$ cat config.mk
export PLATFORM = sky130hd
export DESIGN_NAME = websocket_frame_deframer
export DESIGN_NICKNAME = d
export VERILOG_FILES = /design/src/hdl/wsd_pkg.sv /design/src/hdl/wsd_parser.sv /design/src/hdl/wsd_out_skid.sv /design/src/hdl/websocket_frame_deframer.sv
export SDC_FILE = /design/constraint.sdc
export NUM_CORES = 1
export LEC_CHECK = 0
export ABC_CLOCK_PERIOD_IN_PS = 4650
export BUFFER_PORTS_ARGS = -buffer_cell sky130_fd_sc_hd__buf_2
export CORE_UTILIZATION = 26
export DETAILED_ROUTE_END_ITERATION = 10
export PLACE_DENSITY_LB_ADDON = 0.1
export SYNTH_ARGS = -nofsm -noshare
export SYNTH_HDL_FRONTEND = slang
export SYNTH_HIERARCHICAL = 1
export SYNTH_SLANG_ARGS = --single-unit
$ cat constraint.sdc
create_clock -name clk -period 4.65 [get_ports clk]
set_input_delay 0.6975 -clock clk [delete_from_list [all_inputs] [get_ports clk]]
set_output_delay 0.6975 -clock clk [all_outputs]
set_load 0.005 [all_outputs]
$ cat src/hdl/wsd_pkg.sv
package wsd_pkg;

	typedef enum logic [4:0] {
		PH_HDR0    = 5'b00001,
		PH_HDR1    = 5'b00010,
		PH_EXTLEN  = 5'b00100,
		PH_MASK    = 5'b01000,
		PH_PAYLOAD = 5'b10000
	} wsd_phase_t;

	typedef struct packed {
		logic [7:0] payload_byte;
		logic       data_valid;
		logic [3:0] opcode;
		logic       fin;
		logic [2:0] rsv;
		logic       masked;
		logic       frame_end;
	} wsd_result_t;

	localparam logic [6:0] LEN7_EXT16 = 7'd126;
	localparam logic [6:0] LEN7_EXT64 = 7'd127;
	localparam logic [3:0] EXT16_BYTES = 4'd2;
	localparam logic [3:0] EXT64_BYTES = 4'd8;
	localparam logic [2:0] KEY_BYTES = 3'd4;

endpackage

$ cat src/hdl/wsd_parser.sv
module wsd_parser
	import wsd_pkg::*;
#(
	parameter int LENGTH_WIDTH = 64
) (
	input  logic              clk,
	input  logic              arst_n,
	input  logic              accept,
	input  logic [7:0]        rx_byte,
	output logic              res_valid,
	output wsd_result_t       res
);

	wsd_phase_t              phase_q, phase_n;
	logic [3:0]              opcode_q, opcode_n;
	logic                    fin_q, fin_n;
	logic [2:0]              rsv_q, rsv_n;
	logic                    masked_q, masked_n;
	logic [3:0]              len_left_q, len_left_n;
	logic [31:0]             key_q, key_n;
	logic [2:0]              key_left_q, key_left_n;
	logic [LENGTH_WIDTH-1:0] rem_q, rem_n;
	logic                    over_q, over_n;
	logic [1:0]              off_q, off_n;
	logic [7:0]              key_byte;
	logic                    finish;
	logic                    from_mask;

	always_comb begin
		unique case (off_q)
			2'd0: key_byte = key_q[31:24];
			2'd1: key_byte = key_q[23:16];
			2'd2: key_byte = key_q[15:8];
			2'd3: key_byte = key_q[7:0];
		endcase
	end

	always_comb begin
		phase_n    = phase_q;
		opcode_n   = opcode_q;
		fin_n      = fin_q;
		rsv_n      = rsv_q;
		masked_n   = masked_q;
		len_left_n = len_left_q;
		key_n      = key_q;
		key_left_n = key_left_q;
		rem_n      = rem_q;
		over_n     = over_q;
		off_n      = off_q;
		finish     = 1'b0;
		from_mask  = 1'b0;
		res_valid  = 1'b0;
		res        = '0;
		unique case (phase_q)
			PH_HDR1: begin
				masked_n = rx_byte[7];
				over_n   = 1'b0;
				if (rx_byte[6:0] == LEN7_EXT16) begin
					rem_n      = '0;
					len_left_n = EXT16_BYTES;
					phase_n    = PH_EXTLEN;
				end else if (rx_byte[6:0] == LEN7_EXT64) begin
					rem_n      = '0;
					len_left_n = EXT64_BYTES;
					phase_n    = PH_EXTLEN;
				end else begin
					rem_n  = {{(LENGTH_WIDTH-7){1'b0}}, rx_byte[6:0]};
					finish = 1'b1;
				end
			end
			PH_EXTLEN: begin
				rem_n      = {rem_q[LENGTH_WIDTH-9:0], rx_byte};
				over_n     = over_q | (rem_q[LENGTH_WIDTH-1 -: 8] != 8'd0);
				len_left_n = len_left_q - 4'd1;
				if (len_left_n == 4'd0) begin
					if (over_n) begin
						rem_n = '1;
					end
					finish = 1'b1;
				end
			end
			PH_MASK: begin
				key_n      = {key_q[23:0], rx_byte};
				key_left_n = key_left_q - 3'd1;
				from_mask  = 1'b1;
				if (key_left_n == 3'd0) begin
					finish = 1'b1;
				end
			end
			PH_PAYLOAD: begin
				off_n     = off_q + 2'd1;
				rem_n     = rem_q - {{(LENGTH_WIDTH-1){1'b0}}, 1'b1};
				res_valid = 1'b1;
				res.payload_byte = rx_byte ^ key_byte;
				res.data_valid   = 1'b1;
				res.frame_end    = (rem_q == {{(LENGTH_WIDTH-1){1'b0}}, 1'b1});
				if (res.frame_end) begin
					phase_n = PH_HDR0;
				end
			end
			default: begin
				opcode_n   = rx_byte[3:0];
				fin_n      = rx_byte[7];
				rsv_n      = rx_byte[6:4];
				masked_n   = 1'b0;
				key_n      = '0;
				key_left_n = '0;
				len_left_n = '0;
				rem_n      = '0;
				off_n      = '0;
				phase_n    = PH_HDR1;
			end
		endcase
		if (finish) begin
			off_n = '0;
			if (masked_n && !from_mask) begin
				key_n      = '0;
				key_left_n = KEY_BYTES;
				phase_n    = PH_MASK;
			end else if (rem_n == '0) begin
				phase_n       = PH_HDR0;
				res_valid     = 1'b1;
				res.frame_end = 1'b1;
			end else begin
				phase_n = PH_PAYLOAD;
			end
		end
		res.opcode = opcode_n;
		res.fin    = fin_n;
		res.rsv    = rsv_n;
		res.masked = masked_n;
	end

	always_ff @(posedge clk or negedge arst_n) begin
		if (!arst_n) begin
			phase_q    <= PH_HDR0;
			opcode_q   <= '0;
			fin_q      <= 1'b0;
			rsv_q      <= '0;
			masked_q   <= 1'b0;
			len_left_q <= '0;
			key_q      <= '0;
			key_left_q <= '0;
			rem_q      <= '0;
			over_q     <= 1'b0;
			off_q      <= '0;
		end else if (accept) begin
			phase_q    <= phase_n;
			opcode_q   <= opcode_n;
			fin_q      <= fin_n;
			rsv_q      <= rsv_n;
			masked_q   <= masked_n;
			len_left_q <= len_left_n;
			key_q      <= key_n;
			key_left_q <= key_left_n;
			rem_q      <= rem_n;
			over_q     <= over_n;
			off_q      <= off_n;
		end
	end

endmodule

$ cat src/hdl/wsd_out_skid.sv
module wsd_out_skid
	import wsd_pkg::*;
(
	input  logic        clk,
	input  logic        arst_n,
	input  logic        in_valid,
	input  wsd_result_t in_res,
	output logic        full,
	output logic        out_valid,
	input  logic        out_stall,
	output wsd_result_t out_res
);

	logic        out_valid_q;
	wsd_result_t out_res_q;
	logic        skid_valid_q;
	wsd_result_t skid_res_q;

	assign full      = skid_valid_q;
	assign out_valid = out_valid_q;
	assign out_res   = out_res_q;

	always_ff @(posedge clk or negedge arst_n) begin
		if (!arst_n) begin
			out_valid_q  <= 1'b0;
			skid_valid_q <= 1'b0;
		end else if (!out_valid_q || !out_stall) begin
			if (skid_valid_q) begin
				out_valid_q  <= 1'b1;
				skid_valid_q <= 1'b0;
			end else begin
				out_valid_q <= in_valid;
			end
		end else if (in_valid) begin
			skid_valid_q <= 1'b1;
		end
	end

	always_ff @(posedge clk) begin
		if (!out_valid_q || !out_stall) begin
			out_res_q <= skid_valid_q ? skid_res_q : in_res;
		end else if (in_valid) begin
			skid_res_q <= in_res;
		end
	end

endmodule

$ cat src/hdl/websocket_frame_deframer.sv
// WebSocket frame deframer for the receive side of a connection.
// The input channel (in_valid, in_stall, rx_byte) carries the received
// stream, one byte per word. The output channel (out_valid, out_stall and
// the result fields) carries one word per payload byte, already unmasked,
// together with the opcode, fin, reserved bits and mask flag of its frame.
// Header, extended length and mask key bytes produce no output word.
// A frame with zero length produces one word with data_valid low and
// frame_end high once its header and key are complete.
// An input word is parsed in the cycle it is accepted, and its result is
// registered into the output word, or into the skid register if stalled.
// Throughput is one input byte per clock cycle while in_stall is low, set
// by the single header and length parse stage that holds the frame state.
// When the receiver stalls, the output word holds and one further result
// is kept in a skid register; in_stall rises while that register is full.
// Reset clears the frame state, so the next byte is taken as the first
// header byte of a new frame, and empties the output stage.
module websocket_frame_deframer
	import wsd_pkg::*;
#(
	parameter int LENGTH_WIDTH = 64
) (
	input  logic       clk,
	input  logic       arst_n,
	input  logic       in_valid,
	output logic       in_stall,
	input  logic [7:0] rx_byte,
	output logic       out_valid,
	input  logic       out_stall,
	output logic [7:0] payload_byte,
	output logic       data_valid,
	output logic [3:0] frame_opcode_out,
	output logic       frame_fin_out,
	output logic [2:0] frame_rsv_out,
	output logic       frame_masked_out,
	output logic       frame_end
);

	logic        accept;
	logic        res_valid;
	wsd_result_t res;
	wsd_result_t out_res;

	assign accept = in_valid && !in_stall;

	wsd_parser #(
		.LENGTH_WIDTH(LENGTH_WIDTH)
	) u_parser (
		.clk      (clk),
		.arst_n   (arst_n),
		.accept   (accept),
		.rx_byte  (rx_byte),
		.res_valid(res_valid),
		.res      (res)
	);

	wsd_out_skid u_out (
		.clk      (clk),
		.arst_n   (arst_n),
		.in_valid (accept && res_valid),
		.in_res   (res),
		.full     (in_stall),
		.out_valid(out_valid),
		.out_stall(out_stall),
		.out_res  (out_res)
	);

	assign payload_byte     = out_res.payload_byte;
	assign data_valid       = out_res.data_valid;
	assign frame_opcode_out = out_res.opcode;
	assign frame_fin_out    = out_res.fin;
	assign frame_rsv_out    = out_res.rsv;
	assign frame_masked_out = out_res.masked;
	assign frame_end        = out_res.frame_end;

endmodule

==> results.toml, run 1 <==
[run_status]
status = "completed"

[yosys]
synth_edf_count = 38
yosysMostFrequentCell = "dfrtp_1"
ys_ff_latch = 160
postSynthAreaPerCell_sq_um = 8.99
netlist.area_leader.share = 0.299
synth_top_cell_by_area = "dfrtp_1"
synth_fp_nets = 1148
netlist_instances = 1126
ys_seq_area_frac = 0.414
synth_area_leaders = "dfrtp_1, edfxtp_1, a22o_1"
synthDistinctLibCells = 81
ys_warn_count = 6
yosys_most_used_dff = "dfrtp_1"
syn_area_sq_um = 10100
synth_top_cells_by_count = "dfrtp_1, nor2_1, o21ai_0, nand2_1, clkbuf_1"
async_flop_share = 0.763

[place]
dp_hpwl_mm = 30.0
port_buffers = 32
pre_cts_slack_ns = 0.121
placed_area_sq_um = 11500
gp_congestion = 0.909

[cts]
postCtsHoldBufs = 0
cts_tree = "yes"
clockBufferDepth = 2
clkTransAtPathRegs_ns = 0.07
htree_levels = 4
cts_buffers = 17
cts.sinks = 160
worstSkewPairLatency_ns = 0.45
cts_root_buf = "clkbuf_16"

[layout]
postLayoutCellArea_sq_um = 12100
flow.area_growth_from_synthesis_pct = 19.8
nets = 1220
drive_above_1_share = 0.221
antenna_cells = 0

[grt]
antenna_found_initial = 1
gr-total-overflow = 0
grt_pass1_vias = 9348
grt_max_degree = 64
grt_usage = 0.216
grt_pass1_wl_mm = 62.8

[power]
cellLeakagePower_nw = 5.07
p_per_area_nw_per_um2 = 443
vdd_drop_max_mv = 0.202

[detailed_routing]
vias = 9641
finalWirelength_mm = 41.7
wl_per_cell_um = 24.2
via_per_inst = 5.60
drt_first_iter_violations = 852
post-route-drc-count = 0
first_pass_iters = 6
ant_nets = 0

[worst_setup_path]
critPathMaxFanout = 19
timing.rr.start = "u_parser/rem_q[19]$_DFFE_PN0P_"
arrival_ns = 4.61
endpoint_kind = "register"
crit_start = "u_parser/rem_q[19]$_DFFE_PN0P_"
r2r_cells = 14
crit_chain = "or4_4, or4_4, or3_4, nor4_2, buf_4, xor2_1, a2111o_1, a2111oi_2, buf_4, nand4_2, nand2_1, and3b_1, and3_2, buf_12"
worst-path-stages = 14
r2r_end = "u_out/skid_res_q[5]$_DFFE_PP_"
crit_end = "u_out/skid_res_q[5]$_DFFE_PP_"
crit_family = "simple AND/OR/NAND/NOR gates"
crit_required_ns = 4.79
cp_num_buf_inv = 3
crit_type = "reg2reg"
slowest_stage = "or4_4"
cpPeakStageDelay_ns = 0.59
start_kind = "register"
reg2reg_slack_ns = 0.18

[timing]
fmax_mhz = 224
max-slew-margin-rel = 0.182
fin_ws_ns = 0.180
drv_slew = 0
hold_ws_ns = 0.262
tns_ns = 0
rsz0062_at_grt = "false"
fin_worst_skew_ns = 0.0126
hold_viol = 0
fin_crit_ns = 4.47
tightestPinTransition_ns = 1.23
timing.final.crit_share = 0.961
setup_viol = 0

[die]
dieArea_sq_um = 39700
coreArea_sq_um = 38000
fp.dieH_um = 199
ios = 33
die_w_um = 199
initial_utilization = 0.266
fp-row-count = 71

[flow_run]
max_cap_viol_count = 0

[worst_hold_path]
hold_path_class = "in2async"
==> per-layer routing <==
| layer | up-vias | wire length [um] | global-route usage |
|---|---|---|---|
| met2 | 433 | 18600 | 0.328 |
| met5 | - | 14 | 0 |
| met3 | 81 | 2620 | 0.0363 |
| met4 | 2 | 1200 | 0.0820 |
| li1 | 4394 | - | - |
| met1 | 4731 | 19300 | 0.304 |
==> metrics by stage <==
stage	total power, mW	instances	util
after floorplan	3.09	1126	-
after global placement	3.98	1690	0.304
after detailed placement	3.96	1690	0.304
after CTS	5.37	1721	0.318
after global routing	5.66	1721	0.319
final	5.37	1721	0.319
==> worst min-delay path by stage <==
stage	startpoint	end	slack [ns]	depth (start not counted)
6_report	arst_n	u_parser/key_q[19]$_DFFE_PN0P_	0.26	1
5_1_grt	arst_n	u_parser/key_q[24]$_DFFE_PN0P_	0.29	1
4_1_cts	arst_n	u_parser/key_q[8]$_DFFE_PN0P_	0.28	1
3_5_place_dp	u_parser/key_left_q[1]$_DFFE_PN0P_	u_parser/key_left_q[1]$_DFFE_PN0P_	0.48	2
3_3_place_gp	u_parser/key_left_q[1]$_DFFE_PN0P_	u_parser/key_left_q[1]$_DFFE_PN0P_	0.48	2
2_1_floorplan	arst_n	u_out/full$_DFFE_PN0P_	0.40	0
==> placed cells by master (no fill, tap or decap), types with 6 or more instances in the layout <==
master	instances
a211oi_1	8
a21o_1	7
a21oi_1	44
a221oi_1	8
a222oi_1	11
a22o_1	59
a22oi_1	11
a31oi_1	16
buf_2	31
buf_4	128
clkbuf_16	17
dfrtp_1	121
edfxtp_1	38
ha_1	9
inv_1	16
mux2_2	22
mux2_4	18
nand2_1	96
nand2b_1	7
nand3_1	21
nand4_1	19
nor2_1	99
nor2b_1	6
nor3_1	49
nor4_1	40
o211ai_1	10
o21a_1	7
o21ai_0	98
or3_1	17
or4_1	14
xnor2_1	20
xor2_1	11
==> what timing repair did <==
action                                  in CTS  in global routing
resized for setup                            0                  7
setup buffers                                0                  0
endpoints found under the setup margin       0                 20
==> where the power goes <==
group	switching, mW	leakage [nW]	total, mW	internal, mW
logic	1.27	2.78	2.14	0.873
clock network	0.629	0.265	1.39	0.757
registers	0.167	2.02	1.85	1.68
==> flip-flops by register name, summed over array words and instances, names as in the netlist, 4 cells and up <==
name,count
u_parser/opcode_q,4
u_out/out_res,19
u_parser/key_q,32
u_out/skid_res_q,19
u_parser/rem_q,64
u_parser/len_left_q,4
u_parser/phase_q,5
==> area by class of cell <==
| cell class | instances | area (sq um) |
|---|---|---|
| Fill cell | 4021 | 25900 |
| Inverter | 17 | 63.8 |
| Tap cell | 511 | 639 |
| Multi-Input combinational cell | 838 | 5480 |
| Clock buffer | 21 | 450 |
| Clock inverter | 10 | 104 |
| Sequential cell | 160 | 4200 |
| Timing Repair Buffer | 164 | 1210 |
==> cell families after synthesis <==
kind of cell	after synthesis	share of synthesized area
simple gates	429	0.220
compound gates	328	0.224
flops	160	0.414
buf+inv	128	0.0523
mux	40	0.0511
xor+xnor	31	0.0268
fa+ha+maj	10	0.0124
Note: power is estimated with default switching activity, not from simulation.
==> inputs of run 2 (changes only) <==
Settings changed: ABC_AREA set to 1, CORE_ASPECT_RATIO set to 1.2.
==> results.toml, run 2 <==
[run_status]
status = "completed"

[worst_setup_path]
start_kind = "register"
crit_type = "reg2reg"
arrival_ns = 3.87
critPathMaxFanout = 24
crit_required_ns = 4.80
path_common_cell = "nand2_1"
cpPeakStageDelay_ns = 0.38
slowest_stage = "dfrtp_1"
crit_family = "simple AND/OR/NAND/NOR gates"
endpoint_kind = "register"
crit_chain = "inv_1, ha_1, xor2_1, nor2_1, nand3_4, buf_4, nand2_1, a21oi_1, nand2_1, nor2_1, nand2_1, nor2_1, nand2_1, nor2_2, nand3_2, nand2_1, inv_1, nor2_2, inv_1, nor2_1, buf_4"
cp_num_buf_inv = 5

[yosys]
synth_top_cells_by_count = "nand2_1, nor2_1, inv_1, o21ai_0, dfrtp_1"
synth_top_cell_by_area = "dfrtp_1"
syn_area_sq_um = 10800
synth_area_leaders = "dfrtp_1, nand2_1, edfxtp_1"
synthDistinctLibCells = 42
synth_fp_nets = 1638
netlist_instances = 1616
ys_warn_count = 6
postSynthAreaPerCell_sq_um = 6.70
synth_edf_count = 38
yosysMostFrequentCell = "nand2_1"
netlist.area_leader.share = 0.280
ys_seq_area_frac = 0.388
ys_ff_latch = 160
yosys_most_used_dff = "dfrtp_1"
async_flop_share = 0.763

[layout]
multi_input_area_sq_um = 5790
final_cell_mix = "nand2_1, nor2_1, inv_1"
final_common_cell = "nand2_1"
largest_register = "u_parser/rem_q"
antenna_cells = 0
nets = 1646
largest_reg_flops = 64
regArea_sq_um = 4200
stdcell_count = 2176
drive_above_1_share = 0.0855
flow.area_growth_from_synthesis_pct = 12.0
fill_cells = 4627
reg_top3 = "u_parser/rem_q (64), u_parser/key_q (32)"

[timing]
tightestPinTransition_ns = 0.925
hold_viol = 0
fin_worst_skew_ns = 0.0228
timing.final.crit_share = 0.799
fmax_mhz = 269
setup_viol = 0
hold_ws_ns = 0.296
fin_crit_ns = 3.71
tns_ns = 0
fin_ws_ns = 0.936
rsz0062_at_grt = "false"
drv_slew = 0
max-slew-margin-rel = 0.383

[detailed_routing]
wl_per_cell_um = 18.4
ant_nets = 0
drt_first_iter_violations = 776
vias = 10600
post-route-drc-count = 0
finalWirelength_mm = 40.0
via_per_inst = 4.85
first_pass_iters = 5

[cts]
postCtsHoldBufs = 0
cts.sinks = 160
clkTransAtPathRegs_ns = 0.07
clockBufferDepth = 2
worstSkewPairLatency_ns = 0.47
htree_levels = 4
cts_root_buf = "clkbuf_16"
ctsResizeCount = 0
cts_setup_buffers = 0
cts_buffers = 17
cts_tree = "yes"

[flow_run]
max_cap_viol_count = 0

[die]
coreArea_sq_um = 40900
fp.dieH_um = 226
ios = 33
die_w_um = 188
initial_utilization = 0.264
dieArea_sq_um = 42500
fp-row-count = 81

[place]
dp_hpwl_mm = 28.5
placed_cells = 2144
pre_cts_slack_ns = 0.873
gp_congestion = 0.867
port_buffers = 32

[power]
p_per_area_nw_per_um2 = 698
cellLeakagePower_nw = 6.02
vdd_drop_max_mv = 0.260

[worst_hold_path]
hold_path_class = "in2async"

[grt]
gr-total-overflow = 0
grt_pass1_vias = 10500
grt_usage = 0.195
antenna_found_initial = 0
grt_pass1_wl_mm = 62.4
grt_max_degree = 97
==> run 2: routing by layer <==
layer,GRT usage,vias to the layer above,share of wire
li1,-,5255,-
met1,0.237,5039,0.44
met2,0.345,213,0.51
met3,0.0254,48,0.029
met4,0.0810,0,0.028
met5,0,-,0
==> run 2: report_power, final <==
part           total [mW]  switching (mW)  internal [mW]
logic                5.08            3.70           1.39
registers            1.93           0.202           1.72
clock network        1.45           0.717          0.732
==> run 2: logic make-up after synthesis <==
group | after synthesis | synth area share
buffers and inverters | 209 | 0.0779
AO/OA/AOI/OAI | 275 | 0.143
AND/OR/NAND/NOR | 959 | 0.377
adder cells (fa/ha/maj) | 10 | 0.0116
XOR/XNOR | 3 | 0.00243
flip-flops | 160 | 0.388
==> run 2: worst reg2reg max path: cells and delay by family, from the launching register on <==
kind                     cells  cell delay [ns]
AND/OR/NAND/NOR             13             1.65
buffers and inverters        5             0.82
flip-flops                   1             0.38
adder cells (fa/ha/maj)      1             0.21
XOR/XNOR                     1             0.19
AO/OA/AOI/OAI                1             0.13
==> run 2: worst paths after layout <==
kind,from,end,slack (ns),depth (start not counted)
max,u_parser/len_left_q[0]$_DFFE_PN0P_,u_out/skid_res_q[7]$_DFFE_PP_,0.94,21
min,arst_n,u_parser/rem_q[9]$_DFFE_PN0P_,0.30,1
max reg2reg,u_parser/len_left_q[0]$_DFFE_PN0P_,u_out/skid_res_q[7]$_DFFE_PP_,0.94,21
min reg2reg,u_parser/opcode_q[2]$_DFFE_PN0P_,u_parser/opcode_q[2]$_DFFE_PN0P_,0.48,2
max in group asynchronous,arst_n,u_parser/key_q[3]$_DFFE_PN0P_,3.41,2
min in group clk,u_parser/opcode_q[2]$_DFFE_PN0P_,u_parser/opcode_q[2]$_DFFE_PN0P_,0.48,2
==> run 2: layout make-up <==
type | count | area share
multi-input combinational | 1247 | 0.477
sequential | 160 | 0.346
tap | 539 | 0.0556
inverter | 146 | 0.0454
clock buffer | 19 | 0.0365
timing repair buffer | 52 | 0.0282
clock inverter | 13 | 0.0112
==> run 2: metrics by stage <==
step | util | area, sq um | power (mW)
after floorplan | - | 10800 | 5.41
after global placement | 0.282 | 11500 | 7.06
after detailed placement | 0.282 | 11500 | 7.06
after CTS | 0.296 | 12100 | 8.55
after global routing | 0.296 | 12100 | 9.18
final | 0.296 | 12100 | 8.46
